--- config.mk ---
export PLATFORM = sky130hd
export DESIGN_NAME = nested_priority_interrupt_controller_top
export DESIGN_NICKNAME = d
export VERILOG_FILES = /design/src/hw/rtl/npic_pkg.sv /design/src/hw/rtl/nested_priority_interrupt_controller_top.sv /design/src/hw/rtl/npic_cell.sv /design/src/hw/rtl/npic_side.sv
export VERILOG_INCLUDE_DIRS = /design/src /design/src/hw/rtl
export SDC_FILE = /design/constraint.sdc
export NUM_CORES = 2
export LEC_CHECK = 0
export BUFFER_PORTS_ARGS = -buffer_cell sky130_fd_sc_hd__buf_2
export CORE_MARGIN = 8
export CORE_UTILIZATION = 57
export CTS_CLUSTER_SIZE = 12
export DETAILED_ROUTE_END_ITERATION = 8
export PLACE_DENSITY = 0.69
export SYNTH_ARGS = -nofsm -noshare
export SYNTH_HDL_FRONTEND = slang
export SYNTH_SLANG_ARGS = --single-unit
--- constraint.sdc ---
create_clock -name clk -period 5.2 [get_ports clk]
set_input_delay 1.56 -clock clk [delete_from_list [all_inputs] [get_ports clk]]
set_output_delay 1.56 -clock clk [all_outputs]
set_load 0.01 [all_outputs]
--- src/hw/rtl/nested_priority_interrupt_controller_top_defines.svh ---
// Assertion macros for the interrupt controller.
// Used by the top level; no other dependencies.
`ifndef NESTED_PRIORITY_INTERRUPT_CONTROLLER_TOP_DEFINES_SVH
`define NESTED_PRIORITY_INTERRUPT_CONTROLLER_TOP_DEFINES_SVH
// Implication checked on every clock unless reset is high.
`define NPIC_ASSERT_IMP(label, clk, rst, a, c, msg) \
  label: assert property (@(posedge clk) disable iff (rst) (a) |-> (c)) else $error(msg);
// Next-cycle implication.
`define NPIC_ASSERT_NXT(label, clk, rst, a, c, msg) \
  label: assert property (@(posedge clk) disable iff (rst) (a) |=> (c)) else $error(msg);
`endif

--- src/hw/rtl/npic_pkg.sv ---
// Package for the interrupt controller: payload structs, codes, constants.
// No dependencies.
`timescale 1ns / 1ps
`default_nettype none
package npic_pkg;
  localparam logic [1:0] CMD_LEVEL = 2'd0;
  localparam logic [1:0] CMD_READ  = 2'd1;
  localparam logic [1:0] CMD_WRITE = 2'd2;

  localparam logic [2:0] REG_ID       = 3'd0;
  localparam logic [2:0] REG_FIQ_CON  = 3'd1;
  localparam logic [2:0] REG_IRQ_CON  = 3'd2;
  localparam logic [2:0] REG_IRQ_CUR  = 3'd3;
  localparam logic [2:0] REG_FIQ_CUR  = 3'd4;
  localparam logic [2:0] REG_IRQ_ACK  = 3'd5;
  localparam logic [2:0] REG_FIQ_ACK  = 3'd6;
  localparam logic [2:0] REG_LINE_CFG = 3'd7;

  localparam logic [31:0] ID_VALUE = 32'h0031_C011;
  localparam int MASK_SHIFT = 16;

  typedef struct packed {
    logic [1:0] cmd;
    logic [2:0] reg_req;
    logic [7:0] line;
    logic       level;
    logic [7:0] wr_priority;
    logic       wr_is_fiq;
  } npic_in_t;

  typedef struct packed {
    logic [31:0] read_data;
    logic        irq_request;
    logic        fiq_request;
    logic        bad_register;
  } npic_out_t;

  // Best candidate so far, kept by each side's tracker during a scan.
  typedef struct packed {
    logic       found;
    logic [7:0] num;
    logic [7:0] prio;
  } npic_cand_t;

  // Sequencer states.
  typedef enum logic [1:0] {
    ST_IDLE,
    ST_SCAN,
    ST_FINISH,
    ST_OUT
  } npic_state_t;
endpackage
`default_nettype wire

--- src/hw/rtl/nested_priority_interrupt_controller_top.sv ---
// One transaction at a time: a request is taken only in IDLE, then passes SCAN,
// FINISH and OUT; a stalled output holds off the next request. The pace is set
// by the ring of line cells, which rotates once fully to present every line to
// the winner trackers after each accepted request.
// Reset is synchronous: all lines, masks and stack depths clear at once.
`timescale 1ns / 1ps
`default_nettype none
`include "nested_priority_interrupt_controller_top_defines.svh"
module nested_priority_interrupt_controller_top
  import npic_pkg::*;
#(
  parameter int NUM_LINES     = 170,
  parameter int STACK_DEPTH   = 15,
  parameter int PRIORITY_BITS = 8
) (
  input  wire logic      clk,
  input  wire logic      rst,
  input  wire logic      in_valid,
  output logic           in_stall,
  input  wire npic_in_t  in_data,
  output logic           out_valid,
  input  wire logic      out_stall,
  output npic_out_t      out_data
);
  localparam int CW = $clog2(NUM_LINES + 1);
  localparam int PB = PRIORITY_BITS;

  npic_state_t state, state_next;
  npic_in_t    req;
  logic [CW-1:0] cnt;
  logic [7:0]  head_num;
  logic        line_ok;
  logic        shift;
  logic [31:0] data_hold;
  logic        bad_hold;
  logic          cfg_fiq;
  logic [PB-1:0] cfg_prio;

  logic          lvl  [NUM_LINES];
  logic [PB-1:0] pri  [NUM_LINES];
  logic          fiq  [NUM_LINES];

  logic [PB-1:0] irq_mask, fiq_mask;
  npic_cand_t    irq_best, fiq_best;
  logic          irq_full, fiq_full;
  logic          is_rd;

  assign is_rd   = (req.cmd == CMD_READ);
  assign line_ok = (9'(req.line) < 9'(NUM_LINES));
  assign shift   = (state == ST_SCAN);
  assign in_stall = (state != ST_IDLE);
  assign out_valid = (state == ST_OUT);

  // Ring of line cells; cell 0 is the head, and the last cell is fed back from it.
  for (genvar i = 0; i < NUM_LINES; i++) begin : g_cell
    localparam int NX = (i == NUM_LINES - 1) ? 0 : i + 1;
    logic we, le;
    assign we = (state == ST_IDLE) && in_valid && (in_data.cmd == CMD_WRITE) &&
                (in_data.reg_req == REG_LINE_CFG) && (in_data.line == 8'(i));
    assign le = (state == ST_IDLE) && in_valid && (in_data.cmd == CMD_LEVEL) &&
                (in_data.line == 8'(i));
    npic_cell #(.PRIORITY_BITS(PB)) u_cell (
      .clk, .rst, .shift,
      .wr_en(we), .wr_level_en(le), .wr_level(in_data.level),
      .wr_prio(in_data.wr_priority[PB-1:0]), .wr_fiq(in_data.wr_is_fiq),
      .in_level(lvl[NX]), .in_prio(pri[NX]), .in_fiq(fiq[NX]),
      .level(lvl[i]), .prio(pri[i]), .to_fiq(fiq[i])
    );
  end

  assign head_num = 8'(cnt);

  // Per-side stacks and trackers; pops and base writes take effect in IDLE
  // before the rescan, which is then evaluated against the new mask; pushes come in FINISH.
  npic_side #(.STACK_DEPTH(STACK_DEPTH), .PRIORITY_BITS(PB)) u_irq (
    .clk, .rst, .scan_clear(state == ST_IDLE && in_valid),
    .scan_en(shift), .head_ok(lvl[0] && !fiq[0]), .head_num, .head_prio(pri[0]),
    .base_wr(state == ST_IDLE && in_valid && in_data.cmd == CMD_WRITE &&
             in_data.reg_req == REG_IRQ_CON),
    .base_val(in_data.wr_priority[PB-1:0]),
    .push(state == ST_FINISH && is_rd && req.reg_req == REG_IRQ_CUR),
    .pop(state == ST_IDLE && in_valid && in_data.cmd == CMD_WRITE &&
         in_data.reg_req == REG_IRQ_ACK),
    .mask(irq_mask), .best(irq_best), .full(irq_full)
  );
  npic_side #(.STACK_DEPTH(STACK_DEPTH), .PRIORITY_BITS(PB)) u_fiq (
    .clk, .rst, .scan_clear(state == ST_IDLE && in_valid),
    .scan_en(shift), .head_ok(lvl[0] && fiq[0]), .head_num, .head_prio(pri[0]),
    .base_wr(state == ST_IDLE && in_valid && in_data.cmd == CMD_WRITE &&
             in_data.reg_req == REG_FIQ_CON),
    .base_val(in_data.wr_priority[PB-1:0]),
    .push(state == ST_FINISH && is_rd && req.reg_req == REG_FIQ_CUR),
    .pop(state == ST_IDLE && in_valid && in_data.cmd == CMD_WRITE &&
         in_data.reg_req == REG_FIQ_ACK),
    .mask(fiq_mask), .best(fiq_best), .full(fiq_full)
  );

  // State register, request capture and scan counter.
  always_ff @(posedge clk) begin
    if (rst) begin
      state <= ST_IDLE;
      cnt   <= '0;
    end else begin
      state <= state_next;
      if (state == ST_IDLE) cnt <= '0;
      else if (shift) cnt <= cnt + CW'(1);
    end
    if (state == ST_IDLE && in_valid) req <= in_data;
  end

  always_comb begin
    state_next = state;
    case (state)
      ST_IDLE:   if (in_valid) state_next = ST_SCAN;
      ST_SCAN:   if (cnt == CW'(NUM_LINES - 1)) state_next = ST_FINISH;
      ST_FINISH: state_next = ST_OUT;
      ST_OUT:    if (!out_stall) state_next = ST_IDLE;
      default:   state_next = ST_IDLE;
    endcase
  end

  // Line config read: grab the addressed line as it passes the head.
  always_ff @(posedge clk) begin
    if (shift && (head_num == req.line)) begin
      cfg_prio <= pri[0];
      cfg_fiq  <= fiq[0];
    end
  end

  // Read data and error flag, fixed at the end of the scan. Push happens
  // at the same edge, so the request flags after the push need a rescan;
  // instead they are derived below from whether the push takes place.
  always_ff @(posedge clk) begin
    if (state == ST_FINISH) begin
      data_hold <= '0;
      bad_hold  <= 1'b0;
      case (req.cmd)
        CMD_LEVEL: ;
        CMD_READ: begin
          case (req.reg_req)
            REG_ID:      data_hold <= ID_VALUE;
            REG_FIQ_CON: data_hold <= (32'(fiq_mask) << MASK_SHIFT) |
                          (fiq_best.found ? {16'd0, fiq_best.prio, fiq_best.num} : 32'd0);
            REG_IRQ_CON: data_hold <= (32'(irq_mask) << MASK_SHIFT) |
                          (irq_best.found ? {16'd0, irq_best.prio, irq_best.num} : 32'd0);
            REG_IRQ_CUR: data_hold <= (irq_best.found && !irq_full) ?
                                      32'(irq_best.num) : 32'd0;
            REG_FIQ_CUR: data_hold <= (fiq_best.found && !fiq_full) ?
                                      32'(fiq_best.num) : 32'd0;
            REG_LINE_CFG: begin
              if (line_ok) data_hold <= {23'd0, cfg_fiq, 8'(cfg_prio)};
              else bad_hold <= 1'b1;
            end
            default: bad_hold <= 1'b1;
          endcase
        end
        CMD_WRITE: begin
          case (req.reg_req)
            REG_FIQ_CON, REG_IRQ_CON, REG_IRQ_ACK, REG_FIQ_ACK: ;
            REG_LINE_CFG: if (!line_ok) bad_hold <= 1'b1;
            default: bad_hold <= 1'b1;
          endcase
        end
        default: bad_hold <= 1'b1;
      endcase
    end
  end

  // Request flags: after a push the winner's priority becomes the mask,
  // and no line on that side can exceed it, so the side drops.
  logic irq_req_hold, fiq_req_hold;
  always_ff @(posedge clk) begin
    if (state == ST_FINISH) begin
      irq_req_hold <= irq_best.found &&
                      !(is_rd && req.reg_req == REG_IRQ_CUR && !irq_full);
      fiq_req_hold <= fiq_best.found &&
                      !(is_rd && req.reg_req == REG_FIQ_CUR && !fiq_full);
    end
  end

  assign out_data.read_data    = data_hold;
  assign out_data.bad_register = bad_hold;
  assign out_data.irq_request  = irq_req_hold;
  assign out_data.fiq_request  = fiq_req_hold;

  `NPIC_ASSERT_IMP(a_one_phase, clk, rst, out_valid, in_stall, "output while accepting")
  `NPIC_ASSERT_NXT(a_out_hold, clk, rst, out_valid && out_stall, out_valid, "result dropped")
  `NPIC_ASSERT_IMP(a_scan_done, clk, rst, state == ST_FINISH, cnt == CW'(NUM_LINES), "ring not home")
endmodule
`default_nettype wire

--- src/hw/rtl/npic_cell.sv ---
// One line cell: holds level, priority and routing of one interrupt line,
// and passes the configuration of its upstream neighbor on each shift.
// Depends on npic_pkg.
`timescale 1ns / 1ps
`default_nettype none
module npic_cell
  import npic_pkg::*;
#(
  parameter int PRIORITY_BITS = 8
) (
  input  wire logic                     clk,
  input  wire logic                     rst,
  input  wire logic                     shift,
  input  wire logic                     wr_en,
  input  wire logic                     wr_level_en,
  input  wire logic                     wr_level,
  input  wire logic [PRIORITY_BITS-1:0] wr_prio,
  input  wire logic                     wr_fiq,
  input  wire logic                     in_level,
  input  wire logic [PRIORITY_BITS-1:0] in_prio,
  input  wire logic                     in_fiq,
  output logic                          level,
  output logic [PRIORITY_BITS-1:0]      prio,
  output logic                          to_fiq
);
  // Rotate with the ring, or take a direct write when parked at home.
  always_ff @(posedge clk) begin
    if (rst) begin
      level  <= 1'b0;
      prio   <= '0;
      to_fiq <= 1'b0;
    end else if (shift) begin
      level  <= in_level;
      prio   <= in_prio;
      to_fiq <= in_fiq;
    end else begin
      if (wr_level_en) level <= wr_level;
      if (wr_en) begin
        prio   <= wr_prio;
        to_fiq <= wr_fiq;
      end
    end
  end
endmodule
`default_nettype wire

--- src/hw/rtl/npic_side.sv ---
// Nesting stack and candidate tracker of one side (IRQ or FIQ).
// Depends on npic_pkg.
`timescale 1ns / 1ps
`default_nettype none
module npic_side
  import npic_pkg::*;
#(
  parameter int STACK_DEPTH   = 15,
  parameter int PRIORITY_BITS = 8
) (
  input  wire logic                     clk,
  input  wire logic                     rst,
  input  wire logic                     scan_clear,
  input  wire logic                     scan_en,
  input  wire logic                     head_ok,
  input  wire logic [7:0]               head_num,
  input  wire logic [PRIORITY_BITS-1:0] head_prio,
  input  wire logic                     base_wr,
  input  wire logic [PRIORITY_BITS-1:0] base_val,
  input  wire logic                     push,
  input  wire logic                     pop,
  output logic [PRIORITY_BITS-1:0]      mask,
  output npic_cand_t                    best,
  output logic                          full
);
  localparam int DW = $clog2(STACK_DEPTH + 1);
  localparam int AW = (STACK_DEPTH > 1) ? $clog2(STACK_DEPTH) : 1;

  logic [PRIORITY_BITS-1:0] stack [STACK_DEPTH];
  logic [PRIORITY_BITS-1:0] base;
  logic [DW-1:0]            depth;
  logic [DW-1:0]            top_idx;

  assign top_idx = depth - DW'(1);
  assign mask = (depth != '0) ? stack[top_idx[AW-1:0]] : base;
  assign full = (depth == DW'(STACK_DEPTH));

  // Stack pointer and base mask.
  always_ff @(posedge clk) begin
    if (rst) begin
      depth <= '0;
      base  <= '0;
    end else if (push && !full && best.found) begin
      depth <= depth + DW'(1);
    end else if (pop) begin
      if (depth != '0) depth <= depth - DW'(1);
      if (depth <= DW'(1)) base <= '0;
    end else if (base_wr) begin
      base <= base_val;
    end
  end

  // Stack entries hold no reset.
  always_ff @(posedge clk) begin
    if (push && !full && best.found) stack[depth[AW-1:0]] <= best.prio[PRIORITY_BITS-1:0];
  end

  // Keep the best line seen at the head of the ring; strict compare keeps
  // the lower line number on ties since lines arrive in ascending order.
  always_ff @(posedge clk) begin
    if (rst || scan_clear) begin
      best <= '0;
    end else if (scan_en && head_ok && (head_prio > mask) &&
                 (!best.found || head_prio > best.prio[PRIORITY_BITS-1:0])) begin
      best.found <= 1'b1;
      best.num   <= head_num;
      best.prio  <= 8'(head_prio);
    end
  end
endmodule
`default_nettype wire
# ---- Yosys cells after proc, flatten, opt, wreduce, memory -nomap -nowiden
# Memory sizes are Yosys's and may differ from the RTL's.
# Index checks and enable logic that the tools add are counted.
dict set report totals {
  register_bits 1825
  latchBits 0
  mem_bits_rw 240
  mem_bits_ro 0
  input_bits 27
  output_inout_bits 37
  wordCells 2541
  mem_count 2
}
# name words word_bits rd rd_ports_with_merged_regs wr line_no
set memory_table {}
lappend memory_table {u_fiq.stack 15 8 1 0 1 npic_side.sv:29} ;# logic [PRIORITY_BITS-1:0] stack [STACK_DEPTH];
lappend memory_table {u_irq.stack 15 8 1 0 1 npic_side.sv:29}
dict set report classes {
  n_addsub 5
  n_mul 0
  div_mod_pow 0
  magnitude_cmp 7
  n_eq_ne 196
  shifts 0
  n_mux 1052
  n_bitwise 4
  n_reduce_logical 744
}
# op n
set op_table {}
lappend op_table {{8-bit two-way mux} 350}
lappend op_table {{2-bit nonzero test} 347}
lappend op_table {{1-bit two-way mux} 685}
lappend op_table {{8-bit by 7-bit equality test with 1-bit output, second input constant} 64}
lappend op_table {{1-bit logical AND} 372}
lappend op_table {{8-bit equality test, second input constant} 43}
lappend op_table {{8-bit by 6-bit equality test with 1-bit output, second input constant} 32}
lappend op_table {{24-bit case mux with 6 select lines} 1}
lappend op_table {{8-bit by 5-bit equality test with 1-bit output, second input constant} 16}
lappend op_table {{8-bit by 4-bit equality test with 1-bit output, second input constant} 8}
lappend op_table {{24-bit by 16-bit OR with 24-bit output} 2}
lappend op_table {{8-bit by 3-bit equality test with 1-bit output, second input constant} 4}
lappend op_table {{8-bit > comparator} 4}
lappend op_table {{16-bit two-way mux} 2}
lappend op_table {{4-bit two-way mux} 6}
lappend op_table {{3-bit equality test, second input constant} 7}
lappend op_table {{8-bit by 2-bit equality test with 1-bit output, second input constant} 2}
lappend op_table {{3-bit by 2-bit equality test with 1-bit output, second input constant} 3}
lappend op_table {{9-bit two-way mux} 1}
lappend op_table {{3-bit AND reduction} 3}
lappend op_table {{4-bit by 1-bit adder with 4-bit output, second input constant} 2}
lappend op_table {{8-bit by 1-bit adder with 8-bit output, second input constant} 1}
lappend op_table {{2-bit equality test, second input constant} 4}
lappend op_table {{4-bit equality test, second input constant} 2}
lappend op_table {{24 further kinds} 47}

# ---- Depth between registers and ports, before layout
dict set report logic_depth {
  word_depth 7
  depth_mapped 21
}

# ---- Hierarchy
# Synthesis repeated with hierarchy kept, for this count alone.
dict set report hier_totals {
  cells_unflattened 9093
  area_unflattened_um2 95972.0
}
# mod n_inst cells_per_inst area_each_um2 seq_area_each_um2
set modules_own_cells {}
lappend modules_own_cells {npic_cell 170 44 460.4 200.2}
lappend modules_own_cells {npic_side 2 454 6515.0 4184.0}
lappend modules_own_cells {nested_priority_interrupt_controller_top 1 705 4667.0 1671.6}

# ---- Least setup slack after synthesis
# No wires, ideal clock.
dict set report synth_timing {
  path_type {reg-to-reg}
  from {register u_irq.depth[0]}
  to {register u_irq.best[0] (netlist bit)}
  arrival_ns 4.268
  slack_ns 0.861
  stages_incl_launch_ff 19
  n_path_buf 5
  period_less_slack_ns 4.339
  path_cell_list {dfxtp_1 buf_2 buf_2 inv_1 ha_1 clkbuf_1 clkbuf_1 mux4_2 a211oi_1 a211oi_1 a21oi_1 ha_1 nand4_1 nor2_1 nor3_1 o31ai_1 a211oi_2 buf_2 mux2i_1}
}
dict set report synth_via {
  elab_chain_len 6
  elab_cells_between_ends 7
  classes_between {add/sub: 1; order compare: 1; mux: 1; reduce/logical: 3; memory: 1}
}
# item line_no
set synth_lines {}
lappend synth_lines {{start: declaration} npic_side.sv:31} ;# logic [DW-1:0] depth;
lappend synth_lines {{start signal: assignment} npic_side.sv:44} ;# depth <= depth + DW'(1);
lappend synth_lines {{start signal: assignment} npic_side.sv:46} ;# if (depth != '0) depth <= depth - DW'(1);
lappend synth_lines {{4-bit by 1-bit subtractor with 4-bit output} npic_side.sv:34} ;# assign top_idx = depth - DW'(1);
lappend synth_lines {{memory read 15 x 8 bit} n/a}
lappend synth_lines {{8-bit two-way mux (*)} npic_side.sv:35} ;# assign mask = (depth != '0) ? stack[top_idx[AW-1:0]] : base;
lappend synth_lines {{8-bit > comparator (*)} npic_side.sv:63} ;# end else if (scan_en && head_ok && (head_prio > mask) &&
lappend synth_lines {{1-bit logical AND (*) (2 in series)} npic_side.sv:63}
lappend synth_lines {{end: declaration} npic_side.sv:23} ;# output npic_cand_t best,
# Mark *: on every way between the ends. The rest lies on a longest branch, timed or not.
# A chain may end at the register's enable or synchronous reset.

# ---- Worst setup path in the final report
dict set report layout_timing {
  from {register u_fiq.depth[1]}
  to {register u_fiq.best[0] (netlist bit)}
}
dict set report layout_via {
  elab_chain_len 6
  elab_cells_between_ends 7
  classes_between {add/sub: 1; order compare: 1; mux: 1; reduce/logical: 3; memory: 1}
}
# item line_no
set layout_lines {}
lappend layout_lines {{start: declaration} npic_side.sv:31}
lappend layout_lines {{start signal: assignment} npic_side.sv:44}
lappend layout_lines {{start signal: assignment} npic_side.sv:46}
lappend layout_lines {{4-bit by 1-bit subtractor with 4-bit output} npic_side.sv:34}
lappend layout_lines {{memory read 15 x 8 bit} n/a}
lappend layout_lines {{8-bit two-way mux (*)} npic_side.sv:35}
lappend layout_lines {{8-bit > comparator (*)} npic_side.sv:63}
lappend layout_lines {{1-bit logical AND (*) (2 in series)} npic_side.sv:63}
lappend layout_lines {{end: declaration} npic_side.sv:23}
# Marks and branches as above.

==> out/qor.txt <==
H-tree depth -> 4
YS warnings -> 0
DR vias/cell -> 6.24
Maxcap violations -> 0
Worst EP required -> 5940 ps
FMAX -> 227 MHz
# port buffers -> 55
Outcome -> completed
Hold Path Sink -> u_fiq.base[5]$_SDFFE_PP0P_
Pleak -> 31.8 nW
Startpoint types -> flip-flop
Die X -> 403 um
Synth top area cells -> dfxtp_1, a211oi_1, edfxtp_1
Skew final -> 33.0 ps
Crit path buf inv count -> 3
CTS root buf -> clkbuf_16
Internal cell power -> 0.0371 W
CP top delay family -> compound AO/OA/AOI/OAI gates
Die Height -> 403 um
First-pass GRT wire length -> 361,000 um
Total grt overflow -> 0
Hold-fix buffers, CTS -> 0
Worst-path fanout max -> 30
DR WL/cell -> 20.4 um
Setup violations, final -> 0
Top cell type's share of synthesized area -> 0.415
Setup CP Type -> flip-flop to flip-flop
Critical R2R Capture -> u_fiq.best[0]$_SDFFE_PP0P_
R2r startpoint -> u_fiq.depth[1]$_SDFFE_PP0P_
Top post-synthesis cells by count -> nor2_1, dfxtp_1, a21oi_1
DR pass1 iterations -> 8
Sequential Power Share -> 0.401
Combinational power share -> 0.369
Hpwl dp -> 134,000 um
Fillers -> 12,652
Type of the tightest min-delay check -> flip-flop to flip-flop
Final Hold Fails -> 0
Total number of vias -> 69,213
Sequential-to-total area share from yosys stat -> 0.517
R2R cell count -> 15
Max IR drop VDD -> 0.552 mV
WHS Path Cells -> 2
Total CTS buffers -> 206
GRT Overall Usage -> 0.266
Post-synthesis cell type count -> 66
Core ar. -> 149,000 um^2
Gpl congestion -> 0.851
Maximum clock insertion buffer count -> 3
Final core utilization -> 0.618
DIE AREA -> 162,000 um^2
Most common cell in the netlist -> nor2_1
Initial antenna violation count -> 4
Nets -> 9,065
Crit end category -> flip-flop
Final Total Pwr -> 0.0615 W
Largest net degree at the start of global routing -> 231
Num rows -> 142
Layout area overhead -> 8.13%
DRT Wirelength -> 226,000 um
Top FF cell, synth -> dfxtp_1
Share of cells above drive strength 1 -> 0.0771
DRC marker count from the first detailed-route iteration -> 6,415
Critical path, cell by cell -> inv_1, ha_1, buf_12, mux4_2, mux2i_1, a211oi_1, a21oi_1, ha_1, nor2b_1, o211ai_1, a21oi_1, o31ai_1, or3_1, buf_4, mux2i_1
Critical Path AT -> 5150 ps
Switch Pwr -> 0.0243 W
Slew @ Worst Pin -> 1360 ps
Power Density -> 667 nW/um^2
Vias in the first global route -> 65,260
Max incr delay on CP -> 680 ps
CTS tree -> yes
Clock network fraction of total power -> 0.229
Post-synthesis cell area -> 85,200 um^2
Final Critical Period -> 4400 ps
Initial Utilization -> 0.572
Clock latency on the worst-skew pair -> 840 ps
Clock Sinks -> 2,057
Area leader, netlist -> dfxtp_1
FFs w/ async S/R, synth -> 0
Flops & latches, synth -> 2,057
RSZ-0062 raised after global routing -> false
Worst rel slew slack -> 0.0924
Ports -> 64
DRC errors left -> 0
Final period util -> 0.846
Worst hold path startpoint -> u_fiq.base[5]$_SDFFE_PP0P_
Fin. max-slew vios -> 0
Sw Share -> 0.396
Post-CTS setup buffers -> 0
Mapped Cells -> 9,544
Post_cts resized -> 0
Post-synth EDFFs -> 289
Clock-pin slew on the worst setup and hold paths -> 60 ps
Slowest cell on crit path -> ha_1
Flop-to-flop setup slack -> 800 ps
Syn Area/Cell -> 8.93 um^2
DRT antenna net count -> 0
Setup TNS -> 0 ps
==> per-layer routing <==
| layer | vias up | GRT usage | share of wire |
|---|---|---|---|
| met2 | 2020 | 0.432 | 0.46 |
| met3 | 430 | 0.0441 | 0.063 |
| met1 | 33283 | 0.366 | 0.44 |
| met4 | 0 | 0.0819 | 0.029 |
| met5 | - | 0 | 0 |
| li1 | 33480 | - | - |
==> registers in the layout (all words and copies together), names as in the netlist, 2 cells and up <==
| signal | cells |
|---|---|
| cnt | 8 |
| u_irq.best | 17 |
| cfg_prio | 8 |
| u_irq.base | 8 |
| u_fiq.best | 17 |
| data_hold | 24 |
| req | 13 |
| u_fiq.depth | 4 |
| state | 2 |
| u_fiq.base | 8 |
| g_cell.u_cell.to_fiq | 170 |
| g_cell.u_cell.level | 170 |
| g_cell.u_cell.prio | 1360 |
| u_irq.depth | 4 |
| u_fiq.stack | 120 |
| u_irq.stack | 120 |
==> power by group through the flow <==
stage	sequential [W]	clock (W)	combinational, W
5_1_grt	0.0253	0.0149	0.0255
4_1_cts	0.0246	0.0143	0.0226
6_report	0.0247	0.0141	0.0227
3_3_place_gp	0.0248	0	0.0219
3_5_place_dp	0.0249	0	0.0225
2_1_floorplan	0.0239	0	0.0186
==> worst reg2reg max path: cells and delay by family (launching register included) <==
family                   cells  cell delay (ps)
buffers and inverters        3              570
adder cells (fa/ha/maj)      2             1030
flip-flops                   1              410
multiplexers                 3              570
AO/OA/AOI/OAI                5             1370
AND/OR/NAND/NOR              2              350
==> per-stage QoR <==
step           worst slack, ps  area [um^2]  hold slack (ps)  instances
5_1_grt                    635        92100              472      11090
3_5_place_dp               804        85800              445      10727
2_1_floorplan              861        85200              432       9551
6_report                   798        92100              450      11090
3_3_place_gp               849        85800              439      10727
4_1_cts                    889        92100              453      11087
==> worst max-delay path by stage <==
stage | endpoint | cells after the start | start | slack, ps
floorplan | u_irq.best[0]$_SDFFE_PP0P_ | 18 | u_irq.depth[0]$_SDFFE_PP0P_ | 860
CTS | u_fiq.best[4]$_SDFFE_PP0P_ | 15 | u_fiq.depth[1]$_SDFFE_PP0P_ | 890
global route | u_fiq.best[0]$_SDFFE_PP0P_ | 16 | u_fiq.depth[1]$_SDFFE_PP0P_ | 640
finish | u_fiq.best[0]$_SDFFE_PP0P_ | 15 | u_fiq.depth[1]$_SDFFE_PP0P_ | 800
global placement | g_cell[151].u_cell.level$_SDFFE_PP0P_ | 8 | in_data[22] | 850
detailed placement | g_cell[151].u_cell.level$_SDFFE_PP0P_ | 8 | in_data[22] | 800
==> cells in the final DEF, fill, tap and decap left out, types with 31 or more instances in the layout <==
cell type / n
a211oi_1: 1414
a21boi_0: 70
a21o_1: 80
a21oi_1: 1728
a311oi_1: 169
buf_12: 57
buf_2: 53
buf_4: 134
clkbuf_1: 87
clkbuf_16: 212
dfxtp_1: 1766
edfxtp_1: 289
ha_1: 46
mux2i_1: 66
mux4_2: 48
nand2_1: 375
nand2_2: 31
nand3_1: 108
nor2_1: 1920
nor3_1: 82
==> logic make-up (layout without fill, tap and decap cells) <==
| group | count (synthesis) | in the layout | share of synthesized area |
|---|---|---|---|
| compound gates | 3583 | 3583 | 0.269 |
| simple gates | 2678 | 2678 | 0.129 |
| flops | 2057 | 2057 | 0.517 |
| buf+inv | 1042 | 634 | 0.0548 |
| mux | 114 | 114 | 0.0204 |
| fa+ha+maj | 47 | 47 | 0.00690 |
| xor+xnor | 22 | 22 | 0.00226 |
| other cells | 1 | 11 | 0.0000440 |
==> layout make-up <==
class | count | area [um^2] | share of cell area
antenna | 3 | 7.51 | 0.0000815
clock buffer | 330 | 6050 | 0.0657
clock inverter | 30 | 284 | 0.00308
inverter | 30 | 120 | 0.00130
multi-input combinational | 6452 | 36700 | 0.399
sequential | 2057 | 44100 | 0.478
tap | 1944 | 2430 | 0.0264
timing repair buffer | 244 | 2410 | 0.0262
(Power assumes the default switching activity.)
